`src/design/pidcs_pkg.sv`:
```
`timescale 1ns / 1ps
// ---------------------------------------------------------------------------
// pidcs_pkg
// Shared types and constants for the PID controller with clamp and slew limit.
// ---------------------------------------------------------------------------
package pidcs_pkg;

    // Default sizes handed to the top level parameters
    localparam int DATA_WIDTH_DEF     = 16;
    localparam int GAIN_FRAC_BITS_DEF = 8;
    localparam int ACC_WIDTH_DEF      = 32;

    // Fixed register widths
    localparam int GAIN_W    = 16;
    localparam int BOUND_W   = 16;
    localparam int CFG_IDX_W = 3;
    localparam int CFG_DAT_W = 16;

    // Item operation codes
    typedef enum logic [1:0] {
        OP_TRACK = 2'd0,   // setpoint and measured value
        OP_ERROR = 2'd1,   // error given directly
        OP_CLEAR = 2'd2,   // clear error history and integral
        OP_RSVD  = 2'd3    // ignored
    } op_t;

    // Configuration register indexes
    typedef enum logic [CFG_IDX_W-1:0] {
        REG_PROP_GAIN  = 3'd0,
        REG_INTEG_GAIN = 3'd1,
        REG_DERIV_GAIN = 3'd2,
        REG_OUT_UPPER  = 3'd3,
        REG_OUT_LOWER  = 3'd4,
        REG_STEP_LIMIT = 3'd5,
        REG_CLAMP_EN   = 3'd6,
        REG_SLEW_EN    = 3'd7
    } cfg_idx_t;

    // Register file contents as seen by the datapath
    typedef struct packed {
        logic [GAIN_W-1:0]  prop_gain;
        logic [GAIN_W-1:0]  integ_gain;
        logic [GAIN_W-1:0]  deriv_gain;
        logic [BOUND_W-1:0] out_upper;
        logic [BOUND_W-1:0] out_lower;
        logic [BOUND_W-1:0] step_limit;
        logic               clamp_enable;
        logic               slew_enable;
    } cfg_t;

endpackage

```
`src/design/pidcs_cfg.sv`:
```
`timescale 1ns / 1ps
// ---------------------------------------------------------------------------
// pidcs_cfg
// Configuration register file: gains, clamp bounds, step limit and enables.
// ---------------------------------------------------------------------------
module pidcs_cfg import pidcs_pkg::*; (
    input  logic                 aclk,
    input  logic                 aresetn,
    input  logic                 cfg_valid,
    output logic                 cfg_ready,
    input  logic [CFG_IDX_W-1:0] cfg_index,
    input  logic [CFG_DAT_W-1:0] cfg_data,
    output cfg_t                 cfg
);

    cfg_t cfg_reg;
    cfg_t cfg_next;

    // Writes are always accepted and land in the register file in the cycle after
    assign cfg_ready = 1'b1;
    assign cfg       = cfg_reg;

    // Register write decode
    always_comb begin
        cfg_next = cfg_reg;
        if (cfg_valid) begin
            case (cfg_idx_t'(cfg_index))
                REG_PROP_GAIN:  cfg_next.prop_gain    = cfg_data;
                REG_INTEG_GAIN: cfg_next.integ_gain   = cfg_data;
                REG_DERIV_GAIN: cfg_next.deriv_gain   = cfg_data;
                REG_OUT_UPPER:  cfg_next.out_upper    = cfg_data;
                REG_OUT_LOWER:  cfg_next.out_lower    = cfg_data;
                REG_STEP_LIMIT: cfg_next.step_limit   = cfg_data;
                REG_CLAMP_EN:   cfg_next.clamp_enable = cfg_data[0];
                REG_SLEW_EN:    cfg_next.slew_enable  = cfg_data[0];
                default:        cfg_next = cfg_reg;
            endcase
        end
    end

    always_ff @(posedge aclk) begin
        if (!aresetn) begin
            cfg_reg.prop_gain    <= 16'sd256;
            cfg_reg.integ_gain   <= '0;
            cfg_reg.deriv_gain   <= '0;
            cfg_reg.out_upper    <= 16'h7FFF;
            cfg_reg.out_lower    <= 16'h8000;
            cfg_reg.step_limit   <= 16'hFFFF;
            cfg_reg.clamp_enable <= 1'b1;
            cfg_reg.slew_enable  <= 1'b1;
        end else begin
            cfg_reg <= cfg_next;
        end
    end

endmodule

```
`src/design/pidcs_core.sv`:
```
`timescale 1ns / 1ps
// ---------------------------------------------------------------------------
// pidcs_core
// Single-pass PID datapath: error, saturating integral, three gain products,
// floor shift, clamp or saturate, slew limit. Holds the controller state.
// ---------------------------------------------------------------------------
module pidcs_core import pidcs_pkg::*; #(
    parameter int DATA_WIDTH     = DATA_WIDTH_DEF,
    parameter int GAIN_FRAC_BITS = GAIN_FRAC_BITS_DEF,
    parameter int ACC_WIDTH      = ACC_WIDTH_DEF
) (
    input  logic                  aclk,
    input  logic                  aresetn,
    input  logic                  fire,
    input  op_t                   opcode,
    input  logic [DATA_WIDTH-1:0] setpoint,
    input  logic [DATA_WIDTH-1:0] measured,
    input  logic [DATA_WIDTH-1:0] direct_error,
    input  cfg_t                  cfg,
    output logic [DATA_WIDTH-1:0] drive,
    output logic                  clamped,
    output logic                  slew_limited
);

    localparam int DW     = DATA_WIDTH;
    localparam int AW     = ACC_WIDTH;
    localparam int IW     = ((AW > DW) ? AW : DW) + 1;
    localparam int PW_E   = GAIN_W + DW;
    localparam int PW_I   = GAIN_W + AW;
    localparam int PW_D   = GAIN_W + DW + 1;
    localparam int SUM_W  = ((PW_I > PW_D) ? PW_I : PW_D) + 2;
    localparam int DIFF_W = SUM_W + 1;

    localparam logic signed [IW-1:0] I_MAX = {{(IW-AW+1){1'b0}}, {(AW-1){1'b1}}};
    localparam logic signed [IW-1:0] I_MIN = ~I_MAX;
    localparam logic signed [SUM_W-1:0] D_MAX = {{(SUM_W-DW+1){1'b0}}, {(DW-1){1'b1}}};
    localparam logic signed [SUM_W-1:0] D_MIN = ~D_MAX;
    localparam logic signed [DW-1:0] E_MAX = {1'b0, {(DW-1){1'b1}}};
    localparam logic signed [DW-1:0] E_MIN = ~E_MAX;

    // Controller state
    logic signed [DW-1:0] prev_error_reg;
    logic signed [AW-1:0] integ_sum_reg;
    logic signed [DW-1:0] prev_drive_reg;
    logic signed [DW-1:0] prev_error_next;
    logic signed [AW-1:0] integ_sum_next;
    logic signed [DW-1:0] prev_drive_next;

    logic signed [DW:0]       track_diff;
    logic signed [DW-1:0]     err;
    logic signed [IW-1:0]     integ_wide;
    logic signed [AW-1:0]     integ_new;
    logic signed [DW:0]       deriv;
    logic signed [GAIN_W-1:0] gp, gi, gd;
    logic signed [PW_E-1:0]   prod_p;
    logic signed [PW_I-1:0]   prod_i;
    logic signed [PW_D-1:0]   prod_d;
    logic signed [SUM_W-1:0]  sum;
    logic signed [SUM_W-1:0]  pre;
    logic signed [SUM_W-1:0]  upper_ext, lower_ext;
    logic signed [SUM_W-1:0]  y_bound;
    logic signed [DIFF_W-1:0] y_ext, prev_ext, diff, step_ext, step_neg, y_slew;
    logic                     limited;
    logic [DW-1:0]            drive_new;

    // Error select and saturation of the tracking difference
    always_comb begin
        track_diff = {setpoint[DW-1], setpoint} - {measured[DW-1], measured};
        if (opcode == OP_TRACK) begin
            if (track_diff[DW] != track_diff[DW-1]) begin
                err = track_diff[DW] ? E_MIN : E_MAX;
            end else begin
                err = track_diff[DW-1:0];
            end
        end else begin
            err = direct_error;
        end
    end

    // Saturating integral
    always_comb begin
        integ_wide = {{(IW-AW){integ_sum_reg[AW-1]}}, integ_sum_reg}
                   + {{(IW-DW){err[DW-1]}}, err};
        if (integ_wide > I_MAX) begin
            integ_new = I_MAX[AW-1:0];
        end else if (integ_wide < I_MIN) begin
            integ_new = I_MIN[AW-1:0];
        end else begin
            integ_new = integ_wide[AW-1:0];
        end
    end

    // Gain products and their sum
    assign deriv  = {err[DW-1], err} - {prev_error_reg[DW-1], prev_error_reg};
    assign gp     = cfg.prop_gain;
    assign gi     = cfg.integ_gain;
    assign gd     = cfg.deriv_gain;
    assign prod_p = gp * err;
    assign prod_i = gi * integ_new;
    assign prod_d = gd * deriv;
    assign sum    = {{(SUM_W-PW_E){prod_p[PW_E-1]}}, prod_p}
                  + {{(SUM_W-PW_I){prod_i[PW_I-1]}}, prod_i}
                  + {{(SUM_W-PW_D){prod_d[PW_D-1]}}, prod_d};
    assign pre    = sum >>> GAIN_FRAC_BITS;

    // Clamp to bounds (upper first) or saturate to the output width
    assign upper_ext = {{(SUM_W-BOUND_W){cfg.out_upper[BOUND_W-1]}}, cfg.out_upper};
    assign lower_ext = {{(SUM_W-BOUND_W){cfg.out_lower[BOUND_W-1]}}, cfg.out_lower};

    always_comb begin
        if (cfg.clamp_enable) begin
            if (pre > upper_ext) begin
                y_bound = upper_ext;
            end else if (pre < lower_ext) begin
                y_bound = lower_ext;
            end else begin
                y_bound = pre;
            end
        end else begin
            if (pre > D_MAX) begin
                y_bound = D_MAX;
            end else if (pre < D_MIN) begin
                y_bound = D_MIN;
            end else begin
                y_bound = pre;
            end
        end
    end

    // Slew limit against the previous output
    always_comb begin
        y_ext    = {y_bound[SUM_W-1], y_bound};
        prev_ext = {{(DIFF_W-DW){prev_drive_reg[DW-1]}}, prev_drive_reg};
        step_ext = {{(DIFF_W-BOUND_W){1'b0}}, cfg.step_limit};
        step_neg = -step_ext;
        diff     = y_ext - prev_ext;
        y_slew   = y_ext;
        limited  = 1'b0;
        if (cfg.slew_enable) begin
            if (diff > step_ext) begin
                y_slew  = prev_ext + step_ext;
                limited = 1'b1;
            end else if (diff < step_neg) begin
                y_slew  = prev_ext - step_ext;
                limited = 1'b1;
            end
        end
    end

    assign drive_new = y_slew[DW-1:0];

    // Result select: clear and unused codes return the held output
    always_comb begin
        case (opcode)
            OP_TRACK, OP_ERROR: begin
                drive        = drive_new;
                clamped      = (y_bound != pre);
                slew_limited = limited;
            end
            default: begin
                drive        = prev_drive_reg;
                clamped      = 1'b0;
                slew_limited = 1'b0;
            end
        endcase
    end

    // State update for the item in flight
    always_comb begin
        prev_error_next = prev_error_reg;
        integ_sum_next  = integ_sum_reg;
        prev_drive_next = prev_drive_reg;
        if (fire) begin
            case (opcode)
                OP_TRACK, OP_ERROR: begin
                    prev_error_next = err;
                    integ_sum_next  = integ_new;
                    prev_drive_next = drive_new;
                end
                OP_CLEAR: begin
                    prev_error_next = '0;
                    integ_sum_next  = '0;
                end
                default: begin
                    prev_error_next = prev_error_reg;
                end
            endcase
        end
    end

    always_ff @(posedge aclk) begin
        if (!aresetn) begin
            prev_error_reg <= '0;
            integ_sum_reg  <= '0;
            prev_drive_reg <= '0;
        end else begin
            prev_error_reg <= prev_error_next;
            integ_sum_reg  <= integ_sum_next;
            prev_drive_reg <= prev_drive_next;
        end
    end

endmodule

```
`src/design/pid_with_clamp_and_slew_limit.sv`:
```
`timescale 1ns / 1ps
// Path: input register, then result register; an item moves from one to the other
// when the result register is free, so a sink holding off stalls it in the input stage.
// Throughput: one item per cycle while the sink takes results; the whole step, including the three gain multipliers,
// is one combinational pass between the input register and the result register.
// Reset (aresetn low, synchronous): both stages empty, error history, integral and
// previous output cleared, configuration registers return to their defaults.
// ---------------------------------------------------------------------------
// pid_with_clamp_and_slew_limit
// Positional PID controller with output clamp and slew limit, stream ports.
// ---------------------------------------------------------------------------
module pid_with_clamp_and_slew_limit import pidcs_pkg::*; #(
    parameter int DATA_WIDTH     = DATA_WIDTH_DEF,
    parameter int GAIN_FRAC_BITS = GAIN_FRAC_BITS_DEF,
    parameter int ACC_WIDTH      = ACC_WIDTH_DEF
) (
    input  logic                                  aclk,
    input  logic                                  aresetn,
    // configuration write channel
    input  logic                                  cfg_valid,
    output logic                                  cfg_ready,
    input  logic [CFG_IDX_W-1:0]                  cfg_index,
    input  logic [CFG_DAT_W-1:0]                  cfg_data,
    // input items
    input  logic                                  s_tvalid,
    output logic                                  s_tready,
    // setpoint, measured, direct_error (lowest bits first)
    input  logic [((3*DATA_WIDTH+7)/8)*8-1:0]     s_tdata,
    // opcode
    input  logic [1:0]                            s_tuser,
    // result items
    output logic                                  m_tvalid,
    input  logic                                  m_tready,
    // drive
    output logic [((DATA_WIDTH+7)/8)*8-1:0]       m_tdata,
    // clamped, slew_limited (lowest bit first)
    output logic [1:0]                            m_tuser
);

    localparam int DW        = DATA_WIDTH;
    localparam int M_TDATA_W = ((DATA_WIDTH + 7) / 8) * 8;

    cfg_t cfg;

    // Input stage
    logic          in_vld_reg, in_vld_next;
    op_t           op_reg;
    logic [DW-1:0] sp_reg, ms_reg, de_reg;

    // Result stage
    logic          m_vld_reg, m_vld_next;
    logic [DW-1:0] drive_reg;
    logic          clamped_reg, limited_reg;

    logic          out_free, fire, s_accept;
    logic [DW-1:0] drive_c;
    logic          clamped_c, limited_c;

    pidcs_cfg u_cfg (
        .aclk      (aclk),
        .aresetn   (aresetn),
        .cfg_valid (cfg_valid),
        .cfg_ready (cfg_ready),
        .cfg_index (cfg_index),
        .cfg_data  (cfg_data),
        .cfg       (cfg)
    );

    pidcs_core #(
        .DATA_WIDTH     (DATA_WIDTH),
        .GAIN_FRAC_BITS (GAIN_FRAC_BITS),
        .ACC_WIDTH      (ACC_WIDTH)
    ) u_core (
        .aclk         (aclk),
        .aresetn      (aresetn),
        .fire         (fire),
        .opcode       (op_reg),
        .setpoint     (sp_reg),
        .measured     (ms_reg),
        .direct_error (de_reg),
        .cfg          (cfg),
        .drive        (drive_c),
        .clamped      (clamped_c),
        .slew_limited (limited_c)
    );

    // Handshake: an item moves on whenever the result register is free
    assign out_free = !m_vld_reg || m_tready;
    assign fire     = in_vld_reg && out_free;
    assign s_tready = !in_vld_reg || out_free;
    assign s_accept = s_tvalid && s_tready;

    always_comb begin
        in_vld_next = in_vld_reg;
        if (s_accept) begin
            in_vld_next = 1'b1;
        end else if (fire) begin
            in_vld_next = 1'b0;
        end
        m_vld_next = m_vld_reg;
        if (fire) begin
            m_vld_next = 1'b1;
        end else if (m_tready) begin
            m_vld_next = 1'b0;
        end
    end

    // Valid flags
    always_ff @(posedge aclk) begin
        if (!aresetn) begin
            in_vld_reg <= 1'b0;
            m_vld_reg  <= 1'b0;
        end else begin
            in_vld_reg <= in_vld_next;
            m_vld_reg  <= m_vld_next;
        end
    end

    // Payload registers
    always_ff @(posedge aclk) begin
        if (s_accept) begin
            op_reg <= op_t'(s_tuser);
            sp_reg <= s_tdata[DW-1:0];
            ms_reg <= s_tdata[2*DW-1:DW];
            de_reg <= s_tdata[3*DW-1:2*DW];
        end
        if (fire) begin
            drive_reg   <= drive_c;
            clamped_reg <= clamped_c;
            limited_reg <= limited_c;
        end
    end

    assign m_tvalid = m_vld_reg;
    assign m_tdata  = M_TDATA_W'(drive_reg);
    assign m_tuser  = {limited_reg, clamped_reg};

    // Input side stalls only when both stages are full and the sink holds off
    assert property (@(posedge aclk) disable iff (!aresetn)
        !s_tready |-> (in_vld_reg && m_vld_reg && !m_tready))
        else $error("input stalled with a free stage");

    // A new result appears only after an item sat in the input stage
    assert property (@(posedge aclk) disable iff (!aresetn)
        $rose(m_tvalid) |-> $past(in_vld_reg))
        else $error("result without an input item");

    // Clear items report no flags
    assert property (@(posedge aclk) disable iff (!aresetn)
        (fire && op_reg == OP_CLEAR) |=> (m_tuser == 2'b00))
        else $error("clear item flagged");

    // No slew flag with the step limit off
    assert property (@(posedge aclk) disable iff (!aresetn)
        (fire && !cfg.slew_enable) |=> !m_tuser[1])
        else $error("slew flag while slew limiting is off");

endmodule
```
`config.mk`:
```
export PLATFORM = sky130hd
export DESIGN_NAME = pid_with_clamp_and_slew_limit
export DESIGN_NICKNAME = d
export VERILOG_FILES = /design/src/design/pidcs_pkg.sv /design/src/design/pidcs_cfg.sv /design/src/design/pidcs_core.sv /design/src/design/pid_with_clamp_and_slew_limit.sv
export SDC_FILE = /design/constraint.sdc
export NUM_CORES = 2
export LEC_CHECK = 0
export ABC_AREA = 1
export BUFFER_PORTS_ARGS = -buffer_cell sky130_fd_sc_hd__buf_2
export CAP_MARGIN = 20
export CORE_MARGIN = 2
export CORE_UTILIZATION = 50
export CTS_CLUSTER_DIAMETER = 100
export DETAILED_ROUTE_END_ITERATION = 10
export HOLD_SLACK_MARGIN = 0.1
export PLACE_DENSITY = 0.62
export RECOVER_POWER = 50
export SKIP_CTS_REPAIR_TIMING = 1
export SLEW_MARGIN = 20
export SYNTH_ARGS = -nofsm -noshare
export SYNTH_HDL_FRONTEND = slang
export SYNTH_HIERARCHICAL = 1
export SYNTH_SLANG_ARGS = --single-unit
```
`constraint.sdc`:
```
create_clock -name aclk -period 38 [get_ports aclk]
set_clock_uncertainty 0.15 [all_clocks]
set_input_delay 7.6 -clock aclk [delete_from_list [all_inputs] [get_ports aclk]]
set_output_delay 7.6 -clock aclk [all_outputs]
set_load 0.02 [all_outputs]
```
== Yosys cells after proc, flatten, opt, wreduce, memory -nomap -nowiden ==
Index checks and enable logic that the tools add are counted.
Storage, ports and cells
  register bits after elaboration: 232
  input port bits: 74
  logic and storage cells: 95
Operators by class
  add/subtract/negate cells: 9
  $mul: 3
  magnitude comparators: 8
  equal/unequal tests: 11
  muxes and demuxes: 22
  reduce and logical (&&, ||, !) cells: 22
Operators with widths (number)
  $mux 50: 5
  $mux 16: 7
  $mux 32: 2
  $pmux 32 s2: 1
  $gt 51x17->1: 1
  $lt 51x51->1: 1
  $neg 16->51: 1
  $sub 50x16->51: 1
  $add 49x33->50: 1
  $ne 50x42->1: 1
  $add 32x48->49: 1
  $mul 16x32->48: 1
  $gt 42x16->1: 1
  $gt 42x16->1 const B: 1
  $lt 42x16->1: 1
  $lt 42x16->1 const B: 1
  $sub 16x16->17: 2
  $add 32x16->33: 1
  $gt 33x32->1 const B: 1
  $lt 33x32->1 const B: 1
  $mul 16x17->33: 1
  $mul 16x16->32: 1
  $pmux 16 s2: 1
  $reduce_and 2->1: 10
  other kinds (16): 30

== Logic depth before layout (Yosys ltp) ==
  word-level depth: 21
  mapped depth: 139
  depth with buffers taken out: 133

== By module ==
The synthesis kept the hierarchy.
By module, submodules not included
  pidcs_core: instances 1, cells each 7293, area each 56456.6 sq um
  pidcs_cfg: instances 1, cells each 528, area each 3801.1 sq um
  pid_with_clamp_and_slew_limit: instances 1, cells each 83, area each 2152.1 sq um

== Least setup slack after synthesis ==
OpenSTA, ideal clock, no wires.
  path kind: register -> register
  start point: register sp_reg[2]
  end point: register drive_reg[2] (netlist: m_tdata[2]), data pin
  data arrival time: 19.786 ns
  slack: 17.805 ns
  cell stages (with the launch flop): 120
  buffers on the path: 6
  period minus slack after synthesis: 20.195 ns
  path through: edfxtp_1 ha_1 nand3b_1 and2_1 nor2_1 nor2_1 o21bai_1 a21oi_1 o21bai_1 a21oi_1 o21bai_1 a21oi_1 o21bai_1 nand3_1 nand2_1 nand3_1 nand2_1 xor2_1 (+84 left out) xor2_1 inv_1 ha_1 a21oi_1 o21a_1 o221ai_1 nand2_1 o2111ai_1 a221oi_1 nand2_1 or2_2 nand2_1 nand2_2 nand2_2 buf_4 nor2_1 a21oi_1 nand2_1
Between the ends
  cells in the longest elaborated chain, start to end: 21
  elaborated cells between the ends (all ways): 32
  those cells by class: add/sub: 6; mul: 3; order compare: 8; eq/ne: 1; mux: 14
Ends and longest elaborated chain
  start: declaration: RTL line pid_with_clamp_and_slew_limit.sv:48  | logic [DW-1:0] sp_reg, ms_reg, de_reg;
  start signal: assignment: RTL line pid_with_clamp_and_slew_limit.sv:123  | sp_reg <= s_tdata[DW-1:0];
  $sub 16x16->17 (*): RTL line pidcs_core.sv:68  | track_diff = {setpoint[DW-1], setpoint} - {measured[DW-1], measured};
  $mux 16 or $ne 1x1->1 (tied branches): RTL line pidcs_core.sv:71, pidcs_core.sv:70
  $mux 16 (*): RTL line pidcs_core.sv:70  | if (track_diff[DW] != track_diff[DW-1]) begin
  $mux 16 (*): RTL line pidcs_core.sv:69  | if (opcode == OP_TRACK) begin
  $add 32x16->33: RTL line pidcs_core.sv:83  | + {{(IW-DW){err[DW-1]}}, err};
  $lt 33x32->1: RTL line pidcs_core.sv:86  | end else if (integ_wide < I_MIN) begin
  $mux 32: RTL line pidcs_core.sv:86
  $mux 32: RTL line pidcs_core.sv:84  | if (integ_wide > I_MAX) begin
  (+6 left out)
  $mux 50 (*): RTL line pidcs_core.sv:111  | if (cfg.clamp_enable) begin
  $sub 50x16->51: RTL line pidcs_core.sv:136  | diff = y_ext - prev_ext;
  $lt 51x51->1: RTL line pidcs_core.sv:143  | end else if (diff < step_neg) begin
  $mux 16: RTL line pidcs_core.sv:143
  $mux 16: RTL line pidcs_core.sv:140  | if (diff > step_ext) begin
  $mux 16 (*): RTL line pidcs_core.sv:139  | if (cfg.slew_enable) begin
  $mux 16 (*): RTL line pidcs_core.sv:154  | case (opcode)
  via drive_c[2]: RTL line pid_with_clamp_and_slew_limit.sv:56  | logic [DW-1:0] drive_c;
  end signal: assignment: RTL line pid_with_clamp_and_slew_limit.sv:128  | drive_reg <= drive_c;
  end: declaration: RTL line pid_with_clamp_and_slew_limit.sv:52  | logic [DW-1:0] drive_reg;
Mark *: on every way through the listed nets, which the timed path passes. The rest lies on a longest branch.
A chain may end at the register's enable or synchronous reset.

== Worst setup path after layout ==
  start point: register sp_reg[2]
  end point: register u_core.prev_drive_reg[4]
Between the ends
  cells in the longest elaborated chain, start to end: 21
  elaborated cells between the ends (all ways): 32
  those cells by class: add/sub: 6; mul: 3; order compare: 8; eq/ne: 1; mux: 14
Ends and longest elaborated chain
  $sub 16x16->17 (*): RTL line pidcs_core.sv:68
  $mux 16 or $ne 1x1->1 (tied branches): RTL line pidcs_core.sv:71, pidcs_core.sv:70
  $mux 16 (*): RTL line pidcs_core.sv:70
  $mux 16 (*): RTL line pidcs_core.sv:69
  $add 32x16->33: RTL line pidcs_core.sv:83
  $lt 33x32->1: RTL line pidcs_core.sv:86
  $mux 32: RTL line pidcs_core.sv:86
  $mux 32: RTL line pidcs_core.sv:84
  (+5 left out)
  $mux 50, on equally long branches: RTL line pidcs_core.sv:120, pidcs_core.sv:112
  $mux 50 (*): RTL line pidcs_core.sv:111
  $sub 50x16->51: RTL line pidcs_core.sv:136
  $lt 51x51->1: RTL line pidcs_core.sv:143
  $mux 16: RTL line pidcs_core.sv:143
  $mux 16: RTL line pidcs_core.sv:140
  $mux 16 (*): RTL line pidcs_core.sv:139
  $mux 16 (*)
  end signal: assignment: RTL line pidcs_core.sv:199  | prev_drive_reg <= prev_drive_next;
  end: declaration: RTL line pidcs_core.sv:44  | logic signed [DW-1:0] prev_drive_reg;
Mark *: on every way between the ends. The rest lies on a longest branch, timed or not.

==> reports/qor.csv <==
metric,value,unit
worst_pin_slew,3283,ps
die_area,127700,um2
slowest_delay,710,ps
critPathMostFrequentCell,nand2_1,
fin_cells,9519,
post_drt_wl_per_cell,21.69,um
layout_common_cells,"1,847 x inv_1, 1,676 x nand2_1, 1,257 x fa_1, 762 x nor2_1, 517 x ha_1",
cts.sinks,232,
routabilityCongestion,1.065,
area_growth,4.940,%
htreeDepth,2,
first_pass_iters,6,
synth-xor-area-share,2.157,%
status,"complete, but fails checks",
cp-end-kind,register,
grt_pass1_vias,53640,
vias_per_cell,5.429,
synth_area,62410,um2
die_w,357.3,um
synth_ff_type,dfxtp_1,
drt_iter0_markers,4279,
final_common_cell,inv_1,
antenna_found_initial,9,
synth_compound_area_share,6.949,%
slew_headroom,-118.9,%
io_buffers,93,
synthCells,7904,
yosys-mux-area-fraction,0,%
tns,0,ps
start_kind,register,
drive_gt1_share,4.393,%
hold_viol_final,0,
synth_simple_gate_area_share,18.60,%
track_usage,33.38,%
synthAdderAreaFrac,50.72,%
syn_avg_cell_area,7.896,um2
cts_buffers,35,
clockRootBuffer,clkbuf_16,
synth_top_family_by_area,adder cells,
violations,"max-capacitance violations, max-slew violations",
largest_register_ffs,98,
drv_slew,205,
fmax,40.17,MHz
num_vias,51680,
synth.ff_latch_count,232,
routed_wl,206.5,mm
worst_ep_required_time,38330,ps
ys_seq_area_share,8.532,%
finalSetupViolCount,0,
crit_type,register to register,
synth_nets,9753,
start_util,50.41,%
hp-class,register to register,
async_flop_share,0,%
grt_pass1_wl,321.5,mm
setup_ws,13100,ps
cts_tree,yes,
cp.arrival,25220,ps
drv_cap,4,
boundaryPins,95,
final.period_utilization,65.52,%
yosysWarnings,6,
design.core.area,123800,um2
placed_cells,9452,
rsz0062_at_grt,false,
rows,129,
dp_slack,13480,ps
nets,9702,
crit_fanout,43,
whs,310.5,ps
fill_cells,12090,
grt_max_degree,67,
grt-ovfl-total,0,
postRouteAntennaNets,0,
post-route-min-period,24900,ps
drc_errors,0,
slowest_stage,a21boi_0,
dp_hpwl,176.9,mm
path_clk_slew,60,ps
yosysUniqueCellTypes,62,
clkLatencyLatePin,590,ps
cts_buffer_depth,3,
synth-edff-count,68,
dieHeight,357.3,um
[layout make-up]
class                   count  area (um2)  share of cell area (%)
diodes                      5       12.51                 0.01910
well taps                1637        2048                   3.127
clock inverters            19       206.4                  0.3152
inverters                1889        7093                   10.83
flip-flops and latches    232        5326                   8.133
repair buffers            146       870.8                   1.330
clock buffers              42       942.2                   1.439
multi-input cells        5549       48990                   74.81
[final timing paths]
| kind | start | end | slack [ps] | cells after the start |
|---|---|---|---|---|
| worst min register to register | u_cfg/cfg[45] | u_cfg/cfg[45] | 310 | 2 |
| worst max-delay path | sp_reg[2] | u_core/prev_drive_reg[4] | 13100 | 115 |
| worst max register to register | sp_reg[2] | u_core/prev_drive_reg[4] | 13100 | 115 |
| worst min-delay path | u_cfg/cfg[45] | u_cfg/cfg[45] | 310 | 2 |
[through the flow]
| stage | utilization [%] | instance area, um2 |
|---|---|---|
| floorplan | - | 62410 |
| global placement | 51.96 | 64320 |
| detailed placement | 51.96 | 64320 |
| CTS | 52.89 | 65470 |
| global route | 52.90 | 65490 |
| finish | 52.90 | 65490 |
[layer usage]
| metal | vias up | track usage, % | share of wire (%) |
|---|---|---|---|
| met1 | 25730 | 46.93 | 43 |
| met3 | 345 | 6.189 | 9.0 |
| met2 | 2086 | 52.11 | 45 |
| met5 | - | 0 | 0.013 |
| met4 | 4 | 11.08 | 3.8 |
| li1 | 23520 | - | - |
[worst max-delay path, delay by kind of cell (launching register included)]
family | cells | cell delay, ps
and+or+nand+nor | 41 | 5660
AOI/OAI and AO/OA | 38 | 7830
DFF | 1 | 370
buffers and inverters | 17 | 2420
xor gates and xnor gates | 3 | 940
adders and majority gates | 16 | 7340
[kinds of logic after synthesis]
group | Yosys count
and+or+nand+nor | 2874
buffers and inverters | 2123
adders and majority gates | 1775
AOI/OAI and AO/OA | 747
DFF | 232
xor gates and xnor gates | 152
other | 1
[cell usage after synthesis (68+ instances only)]
| cell | count | area [um2] |
|---|---|---|
| a21oi_1 | 349 | 1747 |
| clkbuf_1 | 152 | 570.6 |
| dfxtp_1 | 164 | 3283 |
| edfxtp_1 | 68 | 2042 |
| fa_1 | 1258 | 25180 |
| ha_1 | 517 | 6469 |
| inv_1 | 1851 | 6948 |
| nand2_1 | 1676 | 6291 |
| nand3_1 | 244 | 1221 |
| nor2_1 | 763 | 2864 |
| o21ai_0 | 188 | 940.9 |
| xor2_1 | 98 | 858.3 |
Power is left out: the tool's default activity adds up to more than one toggle a clock period on the data nets, which glitch-free logic cannot reach.
